[src/hdl/plle_pkg.sv]
// Shared constants, types and codes for the positional linked list engine.
package plle_pkg;

  localparam int CAPACITY    = 64;
  localparam int HANDLE_BITS = 32;
  localparam int NODE_W      = $clog2(CAPACITY);
  // Counts, positions and links (with the null marker) share one width.
  localparam int CNT_W       = $clog2(CAPACITY + 1);
  localparam int KIND_W      = 4;
  localparam int STATUS_W    = 2;

  typedef logic [NODE_W-1:0]      node_t;
  typedef logic [CNT_W-1:0]       cnt_t;
  typedef logic [HANDLE_BITS-1:0] handle_t;

  localparam cnt_t NULL_LINK = cnt_t'(CAPACITY);
  localparam cnt_t FULL_CNT  = cnt_t'(CAPACITY);

  typedef enum logic [KIND_W-1:0] {
    K_INS_FRONT  = 4'd0,
    K_INS_BACK   = 4'd1,
    K_INS_AT     = 4'd2,
    K_READ_FRONT = 4'd3,
    K_READ_BACK  = 4'd4,
    K_READ_AT    = 4'd5,
    K_RM_FRONT   = 4'd6,
    K_RM_BACK    = 4'd7,
    K_RM_AT      = 4'd8
  } kind_t;

  typedef enum logic [STATUS_W-1:0] {
    ST_OK     = 2'd0,
    ST_EMPTY  = 2'd1,
    ST_BADPOS = 2'd2,
    ST_FULL   = 2'd3
  } status_t;

  typedef enum logic [1:0] {
    OP_INS,
    OP_READ,
    OP_REMOVE
  } op_t;

  typedef enum logic [2:0] {
    S_IDLE,
    S_WALK,
    S_FETCH,
    S_INS_A,
    S_INS_B,
    S_APPLY,
    S_RESP
  } state_t;

endpackage

[src/hdl/plle_req_if.sv]
// Request channel interface: valid/ready plus the request fields.
interface plle_req_if;
  logic                            valid;
  logic                            ready;
  logic [plle_pkg::KIND_W-1:0]     kind;
  logic [plle_pkg::CNT_W-1:0]      position;
  logic [plle_pkg::HANDLE_BITS-1:0] payload;

  modport source (output valid, kind, position, payload, input ready);
  modport sink   (input valid, kind, position, payload, output ready);
endinterface

[src/hdl/plle_rsp_if.sv]
// Result channel interface: valid/ready plus the result fields.
interface plle_rsp_if;
  logic                             valid;
  logic                             ready;
  logic [plle_pkg::STATUS_W-1:0]    status;
  logic [plle_pkg::HANDLE_BITS-1:0] handle_out;
  logic [plle_pkg::CNT_W-1:0]       entry_count;

  modport source (output valid, status, handle_out, entry_count, input ready);
  modport sink   (input valid, status, handle_out, entry_count, output ready);
endinterface

[src/hdl/plle_ram.sv]
// Generic single-write, single-read RAM with registered read data.
module plle_ram #(
  parameter int WIDTH = 8,
  parameter int DEPTH = 64
) (
  input  logic                     clk,
  input  logic                     we,
  input  logic [$clog2(DEPTH)-1:0] waddr,
  input  logic [WIDTH-1:0]         wdata,
  input  logic [$clog2(DEPTH)-1:0] raddr,
  output logic [WIDTH-1:0]         rdata
);

  logic [WIDTH-1:0] mem [DEPTH];
  logic [WIDTH-1:0] rdata_r;

  always_ff @(posedge clk) begin
    if (we) begin
      mem[waddr] <= wdata;
    end
    rdata_r <= mem[raddr];
  end

  assign rdata = rdata_r;

endmodule

[src/hdl/positional_linked_list_engine.sv]
// Top level: doubly linked list of handles over a node pool, run by a small sequencer.
//
//  channel   dir  handshake        fields
//  in_chan   in   valid/ready      kind, position, payload
//  out_chan  out  valid/ready      status, handle_out, entry_count
//
// Steps: a rejected request goes from accept to result. Front/back read or remove:
// fetch, apply. Front/back insert: fetch, write the new node, link its neighbours.
// Positional requests first walk from the head, up to CAPACITY-1 link hops, via fwd RAM.
// Reset clears the control registers only; the node RAMs need no clearing
// because fresh nodes come from a fill counter and released ones from a stack.
// The result is held until out_chan takes it; no request is taken meanwhile.
module positional_linked_list_engine import plle_pkg::*; (
  input  logic          clk,
  input  logic          rst_n,
  plle_req_if.sink      in_chan,
  plle_rsp_if.source    out_chan
);

  // ---------------------------------------------------------------------
  // Control and list registers
  // ---------------------------------------------------------------------
  state_t  state_r, state_nxt;
  op_t     op_r;
  handle_t payload_r;
  cnt_t    node_r;        // target node: prev for inserts, victim for reads/removes
  cnt_t    nxt_r;         // successor of the new node during insert
  node_t   new_r;         // node taken for insert
  cnt_t    steps_r;       // link hops left in the walk
  cnt_t    head_r, tail_r, count_r;
  cnt_t    fresh_r;       // distinct nodes ever handed out from the pool
  cnt_t    rel_r;         // depth of the released-node stack
  status_t out_status_r;
  handle_t out_handle_r;

  // RAM ports
  logic    hnd_we, fwd_we, bwd_we, free_we;
  node_t   hnd_waddr, fwd_waddr, bwd_waddr, free_waddr;
  handle_t hnd_wdata, hnd_rd;
  cnt_t    fwd_wdata, bwd_wdata, fwd_rd, bwd_rd;
  node_t   free_wdata, free_rd;
  node_t   hnd_raddr, fwd_raddr, bwd_raddr, free_raddr;

  logic    accept;
  assign accept          = in_chan.valid && in_chan.ready;
  assign in_chan.ready   = (state_r == S_IDLE);
  assign out_chan.valid  = (state_r == S_RESP);
  assign out_chan.status      = out_status_r;
  assign out_chan.handle_out  = out_handle_r;
  assign out_chan.entry_count = count_r;

  // ---------------------------------------------------------------------
  // Request decode: checks errors and picks the starting node
  // ---------------------------------------------------------------------
  logic    dec_err, dec_walk, dec_idx_use;
  status_t dec_status;
  op_t     dec_op;
  cnt_t    dec_node, dec_idx;
  logic    full, empty;

  assign full  = (count_r == FULL_CNT);
  assign empty = (count_r == '0);

  always_comb begin
    dec_err     = 1'b0;
    dec_status  = ST_OK;
    dec_op      = OP_READ;
    dec_node    = head_r;
    dec_idx     = '0;
    dec_idx_use = 1'b0;
    case (kind_t'(in_chan.kind))
      K_INS_FRONT: begin
        dec_op     = OP_INS;
        dec_err    = full;
        dec_status = ST_FULL;
        dec_node   = NULL_LINK;
      end
      K_INS_BACK: begin
        dec_op     = OP_INS;
        dec_err    = full;
        dec_status = ST_FULL;
        dec_node   = tail_r;
      end
      K_INS_AT: begin
        dec_op = OP_INS;
        if (in_chan.position > count_r) begin
          dec_err    = 1'b1;
          dec_status = ST_BADPOS;
        end else if (full) begin
          dec_err    = 1'b1;
          dec_status = ST_FULL;
        end else if (in_chan.position == '0) begin
          dec_node = NULL_LINK;
        end else if (in_chan.position == count_r) begin
          dec_node = tail_r;
        end else begin
          // link after the node just before the position
          dec_idx_use = 1'b1;
          dec_idx     = in_chan.position - cnt_t'(1);
        end
      end
      K_READ_FRONT, K_RM_FRONT: begin
        dec_op     = (kind_t'(in_chan.kind) == K_RM_FRONT) ? OP_REMOVE : OP_READ;
        dec_err    = empty;
        dec_status = ST_EMPTY;
        dec_node   = head_r;
      end
      K_READ_BACK, K_RM_BACK: begin
        dec_op     = (kind_t'(in_chan.kind) == K_RM_BACK) ? OP_REMOVE : OP_READ;
        dec_err    = empty;
        dec_status = ST_EMPTY;
        dec_node   = tail_r;
      end
      K_READ_AT, K_RM_AT: begin
        dec_op = (kind_t'(in_chan.kind) == K_RM_AT) ? OP_REMOVE : OP_READ;
        if (in_chan.position >= count_r) begin
          dec_err    = 1'b1;
          dec_status = ST_BADPOS;
        end else begin
          dec_idx_use = 1'b1;
          dec_idx     = in_chan.position;
        end
      end
      default: begin
        dec_err    = 1'b1;
        dec_status = ST_BADPOS;
      end
    endcase
    // index zero is the head itself; anything further needs a walk
    dec_walk = dec_idx_use && (dec_idx != '0);
    if (dec_idx_use) begin
      dec_node = head_r;
    end
  end

  // ---------------------------------------------------------------------
  // Next state
  // ---------------------------------------------------------------------
  always_comb begin
    state_nxt = state_r;
    case (state_r)
      S_IDLE: begin
        if (accept) begin
          if (dec_err)       state_nxt = S_RESP;
          else if (dec_walk) state_nxt = S_WALK;
          else               state_nxt = S_FETCH;
        end
      end
      S_WALK:  if (steps_r == cnt_t'(1)) state_nxt = S_FETCH;
      S_FETCH: state_nxt = (op_r == OP_INS) ? S_INS_A : S_APPLY;
      S_INS_A: state_nxt = S_INS_B;
      S_INS_B: state_nxt = S_RESP;
      S_APPLY: state_nxt = S_RESP;
      S_RESP:  if (out_chan.ready) state_nxt = S_IDLE;
      default: state_nxt = S_IDLE;
    endcase
  end

  // ---------------------------------------------------------------------
  // RAM control
  // ---------------------------------------------------------------------
  node_t alloc_node;
  cnt_t  ins_next;
  logic  rm_prev_ok, rm_next_ok;

  // released nodes are reused first, else the next never-used node
  assign alloc_node = (rel_r != '0) ? free_rd : fresh_r[NODE_W-1:0];
  assign ins_next   = (node_r != NULL_LINK) ? fwd_rd : head_r;
  assign rm_prev_ok = (bwd_rd != NULL_LINK);
  assign rm_next_ok = (fwd_rd != NULL_LINK);

  always_comb begin
    hnd_we     = 1'b0;
    fwd_we     = 1'b0;
    bwd_we     = 1'b0;
    free_we    = 1'b0;
    hnd_waddr  = alloc_node;
    hnd_wdata  = payload_r;
    fwd_waddr  = alloc_node;
    fwd_wdata  = ins_next;
    bwd_waddr  = alloc_node;
    bwd_wdata  = node_r;
    free_waddr = rel_r[NODE_W-1:0];
    free_wdata = node_r[NODE_W-1:0];
    fwd_raddr  = node_r[NODE_W-1:0];
    bwd_raddr  = node_r[NODE_W-1:0];
    hnd_raddr  = node_r[NODE_W-1:0];
    free_raddr = node_t'(rel_r - cnt_t'(1));
    case (state_r)
      S_IDLE: fwd_raddr = head_r[NODE_W-1:0];   // first hop of a walk
      S_WALK: fwd_raddr = fwd_rd[NODE_W-1:0];   // one hop per cycle
      S_INS_A: begin
        hnd_we = 1'b1;
        fwd_we = 1'b1;
        bwd_we = 1'b1;
      end
      S_INS_B: begin
        fwd_we    = (node_r != NULL_LINK);
        fwd_waddr = node_r[NODE_W-1:0];
        fwd_wdata = cnt_t'(new_r);
        bwd_we    = (nxt_r != NULL_LINK);
        bwd_waddr = nxt_r[NODE_W-1:0];
        bwd_wdata = cnt_t'(new_r);
      end
      S_APPLY: begin
        if (op_r == OP_REMOVE) begin
          fwd_we    = rm_prev_ok;
          fwd_waddr = bwd_rd[NODE_W-1:0];
          fwd_wdata = fwd_rd;
          bwd_we    = rm_next_ok;
          bwd_waddr = fwd_rd[NODE_W-1:0];
          bwd_wdata = bwd_rd;
          free_we   = 1'b1;
        end
      end
      default: ;
    endcase
  end

  plle_ram #(.WIDTH(HANDLE_BITS), .DEPTH(CAPACITY)) u_hnd_ram (
    .clk(clk), .we(hnd_we), .waddr(hnd_waddr), .wdata(hnd_wdata),
    .raddr(hnd_raddr), .rdata(hnd_rd)
  );

  plle_ram #(.WIDTH(CNT_W), .DEPTH(CAPACITY)) u_fwd_ram (
    .clk(clk), .we(fwd_we), .waddr(fwd_waddr), .wdata(fwd_wdata),
    .raddr(fwd_raddr), .rdata(fwd_rd)
  );

  plle_ram #(.WIDTH(CNT_W), .DEPTH(CAPACITY)) u_bwd_ram (
    .clk(clk), .we(bwd_we), .waddr(bwd_waddr), .wdata(bwd_wdata),
    .raddr(bwd_raddr), .rdata(bwd_rd)
  );

  plle_ram #(.WIDTH(NODE_W), .DEPTH(CAPACITY)) u_free_ram (
    .clk(clk), .we(free_we), .waddr(free_waddr), .wdata(free_wdata),
    .raddr(free_raddr), .rdata(free_rd)
  );

  // ---------------------------------------------------------------------
  // Registers
  // ---------------------------------------------------------------------
  always_ff @(posedge clk) begin
    if (!rst_n) begin
      state_r <= S_IDLE;
      head_r  <= NULL_LINK;
      tail_r  <= NULL_LINK;
      count_r <= '0;
      fresh_r <= '0;
      rel_r   <= '0;
    end else begin
      state_r <= state_nxt;
      case (state_r)
        S_IDLE: begin
          if (accept) begin
            op_r         <= dec_op;
            payload_r    <= in_chan.payload;
            node_r       <= dec_node;
            steps_r      <= dec_idx;
            out_status_r <= dec_status;
            out_handle_r <= '0;
          end
        end
        S_WALK: begin
          steps_r <= steps_r - cnt_t'(1);
          if (steps_r == cnt_t'(1)) begin
            node_r <= fwd_rd;
          end
        end
        S_INS_A: begin
          new_r <= alloc_node;
          nxt_r <= ins_next;
        end
        S_INS_B: begin
          if (node_r == NULL_LINK) head_r <= cnt_t'(new_r);
          if (nxt_r == NULL_LINK)  tail_r <= cnt_t'(new_r);
          count_r <= count_r + cnt_t'(1);
          if (rel_r != '0) rel_r   <= rel_r - cnt_t'(1);
          else             fresh_r <= fresh_r + cnt_t'(1);
          out_status_r <= ST_OK;
          out_handle_r <= '0;
        end
        S_APPLY: begin
          out_status_r <= ST_OK;
          out_handle_r <= hnd_rd;
          if (op_r == OP_REMOVE) begin
            if (!rm_prev_ok) head_r <= fwd_rd;
            if (!rm_next_ok) tail_r <= bwd_rd;
            count_r <= count_r - cnt_t'(1);
            rel_r   <= rel_r + cnt_t'(1);
          end
        end
        default: ;
      endcase
    end
  end

  // ---------------------------------------------------------------------
  // Assertions
  // ---------------------------------------------------------------------
  // live entries always equal nodes handed out minus nodes returned
  a_pool_balance: assert property (@(posedge clk) disable iff (!rst_n)
    (fresh_r - rel_r) == count_r)
    else $error("pool accounting out of step with entry count");

  // head and tail are null exactly when the list is empty
  a_ends_null: assert property (@(posedge clk) disable iff (!rst_n)
    ((count_r == '0) == (head_r == NULL_LINK)) && ((count_r == '0) == (tail_r == NULL_LINK)))
    else $error("list ends disagree with entry count");

  // a walk only follows links of nodes inside the list
  a_walk_in_list: assert property (@(posedge clk) disable iff (!rst_n)
    (state_r == S_WALK) |-> (fwd_rd != NULL_LINK))
    else $error("walk ran off the end of the list");

  // an accepted insert leaves one more entry once its result is offered
  a_ins_grows: assert property (@(posedge clk) disable iff (!rst_n)
    (state_r == S_INS_B) |=> (count_r == $past(count_r) + cnt_t'(1)))
    else $error("insert did not grow the list");

endmodule
[src/flat_wrapper.sv]
// flat-port wrapper written by rule: the top's interface ports become plain ports
module positional_linked_list_engine_flat import plle_pkg::*;
  (clk, rst_n, in_chan_valid, in_chan_kind, in_chan_position, in_chan_payload, in_chan_ready, out_chan_valid, out_chan_status, out_chan_handle_out, out_chan_entry_count, out_chan_ready);
  plle_req_if in_chan_i ();
  plle_rsp_if out_chan_i ();
  input  logic clk;
  input  logic rst_n;
  input wire logic [$bits(in_chan_i.valid)-1:0] in_chan_valid;
  input wire logic [$bits(in_chan_i.kind)-1:0] in_chan_kind;
  input wire logic [$bits(in_chan_i.position)-1:0] in_chan_position;
  input wire logic [$bits(in_chan_i.payload)-1:0] in_chan_payload;
  output wire logic [$bits(in_chan_i.ready)-1:0] in_chan_ready;
  output wire logic [$bits(out_chan_i.valid)-1:0] out_chan_valid;
  output wire logic [$bits(out_chan_i.status)-1:0] out_chan_status;
  output wire logic [$bits(out_chan_i.handle_out)-1:0] out_chan_handle_out;
  output wire logic [$bits(out_chan_i.entry_count)-1:0] out_chan_entry_count;
  input wire logic [$bits(out_chan_i.ready)-1:0] out_chan_ready;
  assign in_chan_i.valid = in_chan_valid;
  assign in_chan_i.kind = in_chan_kind;
  assign in_chan_i.position = in_chan_position;
  assign in_chan_i.payload = in_chan_payload;
  assign in_chan_ready = in_chan_i.ready;
  assign out_chan_valid = out_chan_i.valid;
  assign out_chan_status = out_chan_i.status;
  assign out_chan_handle_out = out_chan_i.handle_out;
  assign out_chan_entry_count = out_chan_i.entry_count;
  assign out_chan_i.ready = out_chan_ready;
  positional_linked_list_engine u_core (.clk(clk), .rst_n(rst_n), .in_chan(in_chan_i), .out_chan(out_chan_i));
endmodule
[config.mk]
export PLATFORM = sky130hd
export DESIGN_NAME = positional_linked_list_engine_flat
export DESIGN_NICKNAME = d
export VERILOG_FILES = /design/src/hdl/plle_pkg.sv /design/src/hdl/plle_req_if.sv /design/src/hdl/plle_rsp_if.sv /design/src/hdl/plle_ram.sv /design/src/hdl/positional_linked_list_engine.sv /design/src/flat_wrapper.sv
export SDC_FILE = /design/constraint.sdc
export NUM_CORES = 2
export LEC_CHECK = 0
export BUFFER_PORTS_ARGS = -buffer_cell sky130_fd_sc_hd__buf_2
export CORE_MARGIN = 2
export CORE_UTILIZATION = 39
export CTS_CLUSTER_SIZE = 40
export DETAILED_ROUTE_END_ITERATION = 7
export GPL_TIMING_DRIVEN = 1
export REMOVE_ABC_BUFFERS = 1
export SYNTH_ARGS = -nofsm -noshare
export SYNTH_HDL_FRONTEND = slang
export SYNTH_SLANG_ARGS = --single-unit
[constraint.sdc]
create_clock -name clk -period 10.3 [get_ports clk]
set_input_delay 1.545 -clock clk [delete_from_list [all_inputs] [get_ports clk]]
set_output_delay 1.545 -clock clk [all_outputs]
set_load 0.01 [all_outputs]
==> Word-level counts from Yosys, hierarchy flattened <==
Memories as Yosys holds them, arrays and structs flattened. A register that Yosys moved wholly into a read port is not among the register bits.
Cells that the tools add are included.
{ "totals": {"input_bits": 47, "out_inout_bits": 43, "reg_bits": 133, "ramBits": 3328, "memories": 4} }
{ "op_classes": {"n_eq_ne": 33, "n_reduce_logical": 33, "magnitude_cmp": 2, "bitwise_logic": 1, "add_sub_neg": 7, "muxes": 85} }
{ "mem_list": {"columns": ["name", "words", "width", "rd", "rd_clocked_by_memory_dff", "write_ports", "line_no", "rtl"], "rows": [
  ["u_core.u_hnd_ram.mem", 64, 32, 1, 1, 1, "plle_ram.sv:14", "logic [WIDTH-1:0] mem [DEPTH];"],
  ["u_core.u_bwd_ram.mem", 64, 7, 1, 1, 1, "plle_ram.sv:14", null],
  ["u_core.u_fwd_ram.mem", 64, 7, 1, 1, 1, "plle_ram.sv:14", null],
  ["u_core.u_free_ram.mem", 64, 6, 1, 1, 1, "plle_ram.sv:14", null]
]} }
{ "ops": {"columns": ["cell", "n"], "rows": [
  ["$mux 7", 25],
  ["$pmux 7 s2", 9],
  ["$pmux 32 s3", 1],
  ["$pmux 6 s2", 3],
  ["$mux 32", 1],
  ["$ne 7x7->1 const B", 4],
  ["$sub 7x1->7 const B", 4],
  ["$add 7x1->7 const B", 3],
  ["$eq 7x7->1 const B", 3],
  ["$mux 1", 21],
  ["$pmux 7 s3", 1],
  ["$mux 6", 3],
  ["$pmux 3 s6", 1],
  ["$reduce_and 3->1", 6],
  ["$eq 4x3->1 const B", 4],
  ["$mux 2", 8],
  ["$pmux 2 s4", 2],
  ["$mux 3", 5],
  ["$logic_not 7->1", 2],
  ["$reduce_bool 7->1", 2],
  ["$ne 2x1->1 const B", 6],
  ["$reduce_and 4->1", 3],
  ["$reduce_or 2->1", 5],
  ["$eq 3x3->1 const B", 3],
  ["other kinds (25)", 36]
]} }

==> Logic depth before layout (Yosys ltp) <==
{ "depth": {"word_depth": 12, "depth_mapped": 13, "depth_no_buf": 11} }

==> Modules after synthesis <==
Synthesis repeated with hierarchy kept, for this count alone.
{ "unflattened": {"cells_unflattened": 6464, "area_unflattened_um2": 136425.8} }
{ "by_module_without_submodules": {"columns": ["mod", "n_inst", "cells_per_inst", "seq_area_each_um2", "area_per_inst_um2"], "rows": [
  ["plle_ram (u_core.u_hnd_ram)", 1, 3324, 62139.6, 78515.3],
  ["plle_ram (u_core.u_bwd_ram)", 1, 833, 13593.0, 17648.2],
  ["plle_ram (u_core.u_fwd_ram)", 1, 827, 13593.0, 17635.7],
  ["plle_ram (u_core.u_free_ram)", 1, 720, 11651.2, 15225.9],
  ["positional_linked_list_engine", 1, 760, 3593.4, 7400.8]
]} }

==> Worst setup path before layout <==
No wires, ideal clock.
{ "synth_timing": {"kind": "register to register", "startpoint": "register u_core.rel_r[0]", "endpoint": "memory u_core.u_hnd_ram.mem[4][0] in the netlist's numbering, enable pin", "t_arrival_ps": 5384, "setup_ps": 502, "path_slack_ps": 4414, "stages_incl_launch_ff": 11, "n_path_buf": 3, "path_cell_list": "dfxtp_1 -> clkbuf_1 -> buf_2 -> buf_2 -> inv_1 -> ha_1 -> or3b_2 -> o21ai_0 -> and2_1 -> nand4_1 -> nor4_1"} }
{ "synth_via": {"elab_chain_cells": 2} }
{ "synth_rtl": {"columns": ["element", "line_no", "rtl"], "rows": [
  ["start: declaration", "positional_linked_list_engine.sv:32", "cnt_t rel_r;"],
  ["start signal: assignment", "positional_linked_list_engine.sv:278", "if (rel_r != '0) rel_r <= rel_r - cnt_t'(1);"],
  ["start signal: assignment", "positional_linked_list_engine.sv:290", "rel_r <= rel_r + cnt_t'(1);"],
  ["$reduce_bool 7->1", "positional_linked_list_engine.sv:167", "assign alloc_node = (rel_r != '0) ? free_rd : fresh_r[NODE_W-1:0];"],
  ["$mux 6", "positional_linked_list_engine.sv:167", null],
  ["end: declaration", "plle_ram.sv:14", null]
]} }
Every way passes these cells.

==> Worst setup path after layout <==
{ "layout_timing": {"startpoint": "register u_core.state_r[0]", "endpoint": "memory u_core.u_fwd_ram.mem[49][4] in the netlist's numbering, enable pin"} }
{ "layout_via": {"elab_chain_cells": 4} }
{ "layout_rtl": {"columns": ["element", "line_no", "rtl"], "rows": [
  ["start: declaration", "positional_linked_list_engine.sv:23", "state_t state_r, state_nxt;"],
  ["start signal: assignment", "positional_linked_list_engine.sv:252", "state_r <= state_nxt;"],
  ["$eq 3x3->1 or $eq 3x2->1 (tied branches)", "positional_linked_list_engine.sv:189", "case (state_r)"],
  ["$pmux 1 s3", "positional_linked_list_engine.sv:189", null],
  ["$mux 1", "plle_ram.sv:18", "if (we) begin"],
  ["$mux 1 (implied by the code)", "plle_ram.sv:19", "mem[waddr] <= wdata;"],
  ["end: declaration", "plle_ram.sv:14", null]
]} }
Parallel ways exist; a longest one is shown, timed or not.

==> key figures <==
Global route
  – M2 GR Usage: 0.306
  – Number of global-route vias before repair: 66800
  – Pin count of the biggest net entering global routing: 138
  – Layer with the highest usage: met2
  – Initial antenna violation count: 26
  – Global Route Usage Sum: 0.192
  – Met3 global-route usage: 0.0280
  – Global route overflow: 0
  – First-pass GRT wire length: 496 mm
  – Met1 usage: 0.282

Route
  – WL per Instance: 29.8 um
  – Vias per cell: 5.78
  – Post-route DRC: 17
  – DRT Wirelength: 347 mm
  – Routed Antenna Nets: 0
  – DR pass1 iterations: 8
  – Initial DRC count: a little under 9000
  – Vias: 67200

Clock network
  – Hold buffer count at CTS: 0
  – Cts repair resizes: 0
  – CTS tree: built
  – Worst-path clk slew: 70 ps
  – Root buffer cell: clkbuf_16
  – Clock latency on the worst-skew pair: 940 ps
  – Clock Sink Count: 3512
  – Num CTS Buffers: 356
  – Clock buffer depth: 4
  – H-tree depth: 5
  – Setup bufs post-CTS: 0

Pwr
  – Power Density: 262 nW/um2
  – Peak supply drop: 248 uV
  – Leak: between 40 and 50 nW
  – Total power: between 40 and 50 mW

Critical path
  – R2R cell count: 7
  – Req. time, crit path: between 10000 and 15000 ps
  – Critical Path Fanout Max: 50
  – Crit start category: flop
  – FF-to-FF End: u_core.u_fwd_ram.mem[49][4]$_DFFE_PP_
  – Delay of the slowest critical-path stage: 880 ps
  – Top delay family on crit path: simple AND/OR/NAND/NOR gates
  – CP Capture Type: flop
  – Flop2flop setup slack: 5200 ps
  – Buf/Inv on CP: 2
  – R2r startpoint: u_core.state_r[0]$_SDFFE_PN0P_
  – Critical path startpoint: u_core.state_r[0]$_SDFFE_PN0P_
  – CP Data Arrival Time: 5660 ps
  – Crit path depth: 7
  – Crit path max-delay cell type: nand2_1
  – CP Cell Sequence: buf_4 -> inv_2 -> nand2_1 -> o221ai_2 -> nor2b_1 -> nand3_1 -> nor2_1
  – Critical path class: flop to flop

STA
  – RSZ-0062 raised after global routing: no
  – Setup TNS: 0 ps
  – Final period util: 0.495
  – Worst hold slack: 533 ps
  – Setup violations, final: 0
  – Worst-Margin Slew: 1340 ps
  – Min Tclk post-route: 5100 ps
  – Peak Freq: 0.196 GHz
  – Setup Skew: around 90 ps
  – Rel. slew slack: 0.108
  – Final Hold Viols: 0
  – Final Slew Violations: 0

Cells and area
  – # nets final: 6798
  – Proportion of layout cells with a drive suffix above 1: 0.263
  – Area delta synth->final: 13.6%

Hold path
  – Hold Startpoint: u_core.tail_r[4]$_SDFFE_PN0P_
  – Hold Path Depth: 2
  – Hold endpoint: u_core.tail_r[4]$_SDFFE_PN0P_
  – Min-delay worst type: flop to flop

Status
  – Violated checks: DRC
  – Status: complete, but fails checks

Die
  – Starting density of the core: 0.391
  – IO Count: 90
  – Die height: approximately 600 um
  – Core ar.: between 300000 and 400000 um2
  – Die width: 595 um
  – # rows: 217
  – Total die area: between 300000 and 400000 um2

Synth
  – Synth Flop Type: edfxtp_1
  – Yosys top cell by area: edfxtp_1
  – Top cells by area, synth: edfxtp_1 (75%), mux4_2 (16%), dfxtp_1 (1.3%)
  – Syn_area_per_cell: 21.1 um2
  – Unique cell type count in the Yosys netlist: 77
  – Top-area cell type share of the netlist area: 0.754
  – Yosys reg bits: around 3500
  – Post-Syn Instances: 6456
  – Yosys warns: 0
  – Post-Synthesis Cell Area: around 140000 um2
  – Post-synth EDFFs: 3423
  – Register area share after synthesis: 0.767
  – Async set-reset flop share out of synthesis: 0

Placed design
  – Gp weighted congestion: 0.823
  – Port bufs: 89
  – HPWL after detailed placement: 195 mm

Run
  – Max_cap viols: 0
## layer usage
layer,part of all wire,routed length [um]
met1,0.43,148000
met2,0.48,165000
met3,0.076,26400
met4,0.022,7480
met5,0.00014,48
## cell type report
class,count,area (um2)
diodes,11,27.5
clock buffers,444,9510
clock inverters,197,2060
fillers,29300,194000
inverters,39,146
multi-input cells,2564,30900
flip-flops and latches,3512,105000
well taps,4599,5750
repair buffers,257,1860
## how the worst max path moves through the flow
stage	endpoint	slack (ps)
floorplan	u_core.u_fwd_ram.rdata[0]$_DFF_P_	-21090
global placement	u_core.u_hnd_ram.mem[20][6]$_DFFE_PP_	5260
detailed placement	u_core.u_hnd_ram.rdata[23]$_DFF_P_	5240
CTS	u_core.u_hnd_ram.rdata[25]$_DFF_P_	5210
global route	u_core.u_bwd_ram.mem[54][6]$_DFFE_PP_	4950
finish	u_core.u_fwd_ram.mem[49][4]$_DFFE_PP_	5200
## registers in the layout (all words and copies together), names as in the netlist, 7 cells and up
register,cells
u_core.head_r,7
u_core.hnd_wdata,32
u_core.node_r,7
u_core.nxt_r,7
u_core.out_chan.entry_count,7
u_core.out_chan.handle_out,32
u_core.rel_r,7
u_core.steps_r,7
u_core.tail_r,7
u_core.u_bwd_ram.mem,448
u_core.u_bwd_ram.rdata,7
u_core.u_free_ram.mem,384
u_core.u_fwd_ram.mem,448
u_core.u_fwd_ram.rdata,7
u_core.u_hnd_ram.mem,2048
u_core.u_hnd_ram.rdata,32
## where the power goes
part	switching (mW)	internal, mW
combinational	6.71	3.50
clock	5.42	7.46
sequential	0.351	17.2
total	12.5	28.1
## synth_stat cells (12+ instances only)
master and instances:
nand4_1 21, o31ai_1 13, inv_1 36, nand2_1 402, nor3_1 22, buf_1 35
nor2b_1 22, nand3_1 232, o21ai_0 47, a21oi_1 86, clkbuf_1 189, xnor2_1 18
dfxtp_1 89, ha_1 20, and3_1 41, nor2_1 324, a32oi_1 12, mux4_2 945
a31oi_1 15, mux2i_1 104, o22ai_1 32, edfxtp_1 3423, buf_2 112, and2_1 23
## cells by family after synthesis
| family | after synthesis | synth area share |
|---|---|---|
| DFF | 3512 | 0.767 |
| and+or+nand+nor | 1149 | 0.0375 |
| muxes | 1060 | 0.165 |
| buffers and inverters | 380 | 0.0117 |
| AOI/OAI and AO/OA | 308 | 0.0153 |
| xor gates and xnor gates | 26 | 0.00167 |
| adders and majority gates | 21 | 0.00198 |
## layout by cell type (no fill, tap or decap), types with 32 or more instances in the layout
master	n
buf_2	89
nand3_1	232
a21oi_1	73
o22ai_1	32
clkbuf_16	362
nand2_1	402
clkinv_1	61
dfxtp_1	87
bufinv_16	36
and3_1	40
nor2_4	62
inv_1	36
nor2_1	262
clkbuf_1	68
mux4_2	945
clkinv_2	63
buf_4	156
edfxtp_1	3423
mux2i_1	104
o21ai_0	44
## tightest hold or removal path, cell delays in order (launching register included)
cell and delay (ps):
dfxtp_1 320, mux2i_1 120, nor2b_1 60
## stage by stage
step / instance area, um2 / setup WS (ps) / instances / util
2_1_floorplan: 135000 / -21090 / 6115 / -
3_5_place_dp: 143000 / 5240 / 11000 / 0.411
5_1_grt: 155000 / 4950 / 11600 / 0.444
3_3_place_gp: 143000 / 5260 / 11000 / 0.410
6_report: 155000 / 5200 / 11600 / 0.444
4_1_cts: 155000 / 5210 / 11600 / 0.444
Note: power is estimated with default switching activity, not from simulation.
